<file path="src/hdl/assert_macros.svh">
// Assertion macros used by the top-level RTL file.
`ifndef ASSERT_MACROS_SVH
`define ASSERT_MACROS_SVH

// Same-cycle implication, disabled during reset.
`define ASSERT_IMP(lbl, clk, rst_n, a, b) \
    lbl: assert property (@(posedge clk) disable iff (!(rst_n)) (a) |-> (b)) \
        else $error("same-cycle check failed");

// Next-cycle implication, disabled during reset.
`define ASSERT_NXT(lbl, clk, rst_n, a, b) \
    lbl: assert property (@(posedge clk) disable iff (!(rst_n)) (a) |=> (b)) \
        else $error("next-cycle check failed");

`endif

</file>
<file path="src/hdl/tpli_ram.sv">
// Generic single-write, single-read RAM with registered read data.
module tpli_ram #(
    parameter int WIDTH = 32,
    parameter int DEPTH = 64
) (
    input  logic                     i_clk,
    input  logic                     i_we,
    input  logic [$clog2(DEPTH)-1:0] i_waddr,
    input  logic [WIDTH-1:0]         i_wdata,
    input  logic                     i_re,
    input  logic [$clog2(DEPTH)-1:0] i_raddr,
    output logic [WIDTH-1:0]         o_rdata
);

    logic [WIDTH-1:0] r_mem [0:DEPTH-1];
    logic [WIDTH-1:0] r_rdata;

    always_ff @(posedge i_clk) begin
        if (i_we) begin
            r_mem[i_waddr] <= i_wdata;
        end
        if (i_re) begin
            r_rdata <= r_mem[i_raddr];
        end
    end

    assign o_rdata = r_rdata;

endmodule

</file>
<file path="config.mk">
export PLATFORM = sky130hd
export DESIGN_NAME = tpli_ram
export DESIGN_NICKNAME = d
export VERILOG_FILES = /design/src/hdl/assert_macros.svh /design/src/hdl/tpli_ram.sv
export SDC_FILE = /design/constraint.sdc
export NUM_CORES = 2
export LEC_CHECK = 0
export ABC_AREA = 1
export BUFFER_PORTS_ARGS = -buffer_cell sky130_fd_sc_hd__buf_2
export CAP_MARGIN = 20
export CORE_MARGIN = 2
export CORE_UTILIZATION = 53
export DETAILED_ROUTE_END_ITERATION = 6
export PLACE_DENSITY = 0.74
export SLEW_MARGIN = 40
export SYNTH_ARGS = -nofsm -noshare
export SYNTH_HDL_FRONTEND = slang
export SYNTH_SLANG_ARGS = --single-unit
</file>
<file path="constraint.sdc">
create_clock -name i_clk -period 6 [get_ports i_clk]
set_input_delay 0.3 -clock i_clk [delete_from_list [all_inputs] [get_ports i_clk]]
set_output_delay 0.3 -clock i_clk [all_outputs]
set_load 0.01 [all_outputs]
</file>
* Word level (Yosys, flattened, before mapping)
Memories as Yosys holds them, arrays and structs flattened. A register that Yosys moved wholly into a read port is not among the register bits. Index checks and enable logic that the tools add are counted. Widths: inputs -> output; s select.
Storage, ports and cells: register bits after elaboration 0, memory bits (writable) 2048, output and inout port bits 32, word-level logic and storage cells 3, memories 1
Operators by class: mux-type cells 2
Memory list:
- r_mem | depth 64, bits a word 32, rd ports 1, clocked after memory_dff 1, write ports 1, RTL line tpli_ram.sv:15 | logic [WIDTH-1:0] r_mem [0:DEPTH-1];
Operators with widths (number):
- $mux 1 | 2

* Logic depth before layout (Yosys ltp)
word-level depth 2, depth in mapped cells 13

* Worst setup path after synthesis
Ideal clock, no wire load.
kind input -> register, from input port i_we, to memory r_mem[48][0] (enable), library setup time 502 ps, arrival 3928 ps, required time 5498 ps, setup slack 1570 ps, stages on the path 3, cells stage by stage clkbuf_1 nand4_1 nor4_1
On the way: cells in the longest elaborated chain, start to end 2
Ends and longest elaborated chain:
- start: declaration | RTL line tpli_ram.sv:7 | input logic i_we,
- $mux 1 | RTL line tpli_ram.sv:19 | if (i_we) begin
- $mux 1 (implied by the code) | RTL line tpli_ram.sv:20 | r_mem[i_waddr] <= i_wdata;
- end: declaration | RTL line tpli_ram.sv:15
No other way between the ends.

==> impl_metrics.ini <==
[worst_setup_path]
critical_path.cell_chain = buf_8 > buf_12 > buf_12 > buf_16 > nand2_1 > nand3_1 > nand3_1 > nand3_1 > nand3_1 > nand2_1 > nand2_1 > nand2_1
crit_family = buffers and inverters
timing_worst_setup_path_type = in2reg
cp.arrival_ns = 3.27
critical_path.max_stage_delay_ns = 0.46
crit_path_top_delay_cell = sky130_fd_sc_hd__buf_12
endpoint_kind = register
critical_path_buf_inv_count = 4
path_max_fanout = 128
cp.depth = 12
ff2ff_path_depth = 8
worstSetupStartpointType = primary input
worstPathRequired_ns = 6.73

[synthesis]
synth-seq-cells = 2080
synth.lib_cells_used.distinct = 15
netlist_instances = 6769
yosysSeqAreaShare = 0.752
post-synth-top-area-cell = sky130_fd_sc_hd__edfxtp_1
synthTopCellsByArea = sky130_fd_sc_hd__edfxtp_1, sky130_fd_sc_hd__nand3_1, sky130_fd_sc_hd__nand2_1
syn_avg_cell_area_um2 = 12.3
syn-num-nets = 6816
yosys_warnings = 0
mappedNetlistArea_um2 = 83100
synth_top_cell_area_share = 0.752

[timing]
max_slew.worst_pin.slew_ns = 0.896
layout_min_cycle_time_ns = 2.55
rsz0062_at_grt = false
setup_viol = 0
fmaxAchievable_mhz = 393
report.final.hold_viol_count = 0
max_slew_violations = 0
layout_setup_ws_ns = 3.45
setup_total_negative_slack_ns = 0
post-route-period-util = 0.424
worst_slew_margin_rel = 0.403
fin_skew_ns = 0.0324

[pwr]
total_leakage_power_nw = 32.2
power_per_cell_area_nw_per_um2 = 325
power.ir.vdd_worst_mv = 0.220

[global_routing]
grt_remaining_overflow = 0
gr-usage-all-layers = 0.271
antenna_found_initial = 12
first_global_vias = 51900
grt_max_degree = 194
grt_pass1_wl_mm = 322

[detailed_routing]
post-route-drc-count = 0
route.antenna.remaining_nets = 0
first_pass_iters = 6
drt-initial-drc-count = 8112
wl_mm = 219
wire_per_inst_um = 24.4
vias = 54600
drt-vias-per-instance = 6.08

[floorplan]
die-height_um = 400
die_w_um = 400
floorplan.die_area_um2 = 160000
io_pins = 79
initial_core_utilization = 0.533
row_count = 145
floorplan.core_area_um2 = 156000

[clocking]
cts_max_path_buffers = 3
clk_latency_ns = 0.86
cts_resized = 0
cts_inserted_buffers = 194
cts.htree.levels = 4
clk_root_buffer_cell = sky130_fd_sc_hd__clkbuf_16
cts.sinks = 2080
tritoncts = yes
clkTransAtPathRegs_ns = 0.06

[place]
routabilityCongestion = 0.883
pre_cts_ws_ns = 2.74
dp.final_hpwl_mm = 112
portBuffers = 78

[status]
run_status = finished, final reports clean

[finish]
drive_above_1_share = 0.0816
most-common-layout-cells = sky130_fd_sc_hd__nand2_1, sky130_fd_sc_hd__edfxtp_1, sky130_fd_sc_hd__nand3_1
syn2layout_area_growth_pct = 11.0
final_common_cell = sky130_fd_sc_hd__nand2_1
design.final.nets = 6798

[min_path]
min-delay-path-class = in2reg
hold_path_depth = 1

[run]
cap_violations = 0
==> worst paths after layout <==
kind | endpoint | startpoint | slack [ns]
min reg2reg | o_rdata[12] | r_mem[44][12] | 0.89
max | o_rdata[7] | i_raddr[0] | 3.45
min | r_mem[44][29] | i_wdata[29] | 0.06
max reg2reg | o_rdata[3] | r_mem[5][3] | 4.21
==> Yosys cell counts <==
cell type                     n
sky130_fd_sc_hd__buf_2      282
sky130_fd_sc_hd__inv_2        2
sky130_fd_sc_hd__buf_4       45
sky130_fd_sc_hd__nand4_1      9
sky130_fd_sc_hd__nand3_1   1907
sky130_fd_sc_hd__clkbuf_1    77
sky130_fd_sc_hd__inv_4        1
sky130_fd_sc_hd__edfxtp_1  2080
sky130_fd_sc_hd__nor4_1       8
sky130_fd_sc_hd__buf_1       40
sky130_fd_sc_hd__inv_1        9
sky130_fd_sc_hd__buf_6        3
sky130_fd_sc_hd__nand2_1   2248
sky130_fd_sc_hd__buf_8        2
sky130_fd_sc_hd__nor2_1      56
==> flip-flops by register name, summed over array words and instances (netlist names) <==
register,flops
r_mem,2048
o_rdata,32
==> kinds of logic after synthesis <==
kind of cell / Yosys count / synth area share
and+or+nand+nor: 4228 / 0.220
buffers and inverters: 461 / 0.0277
DFF: 2080 / 0.752
==> power by group <==
| group | leakage (nW) | internal [mW] | switching (mW) |
|---|---|---|---|
| logic | 10.5 | 0.422 | 1.36 |
| clock network | 3.02 | 6.68 | 5.32 |
| registers | 18.7 | 16.1 | 0.0438 |
==> layer usage <==
layer	up-vias	wire length, µm	global-route usage
met5	-	81	0
met4	12	9340	0.118
met3	523	26100	0.0568
met2	3494	101000	0.423
met1	26400	81800	0.370
li1	24100	-	-
==> through the flow <==
step / utilization / instances / cell area, µm² / hold slack, ns / power (mW)
floorplan: - / 6769 / 83100 / 0.399 / 17.4
global placement: 0.549 / 8587 / 85500 / 0.711 / 18.2
detailed placement: 0.551 / 8603 / 85900 / 0.718 / 18.2
CTS: 0.591 / 8969 / 92100 / 0.00233 / 30.0
global route: 0.591 / 8976 / 92200 / 0.0568 / 30.7
finish: 0.591 / 8978 / 92200 / 0.0562 / 29.9
==> worst register-to-register path, delay by kind of cell (launching register included) <==
| kind | cells | cell delay [ns] |
|---|---|---|
| AND/OR/NAND/NOR | 8 | 1.09 |
| flip-flops | 1 | 0.39 |
==> timing repair <==
action	in CTS	in global routing
hold buffers	7	0
endpoints found under the hold margin	201	0
buffers inserted	0	0
==> area by class of cell <==
class,count,area (µm²)
clock buffer,247,5100
tap,2058,2570
fill,11700,63700
antenna,6,15.0
clock inverter,112,1060
multi-input combinational,4228,18800
timing repair buffer,235,2100
inverter,12,88.8
sequential,2080,62500
(Power assumes the default switching activity.)
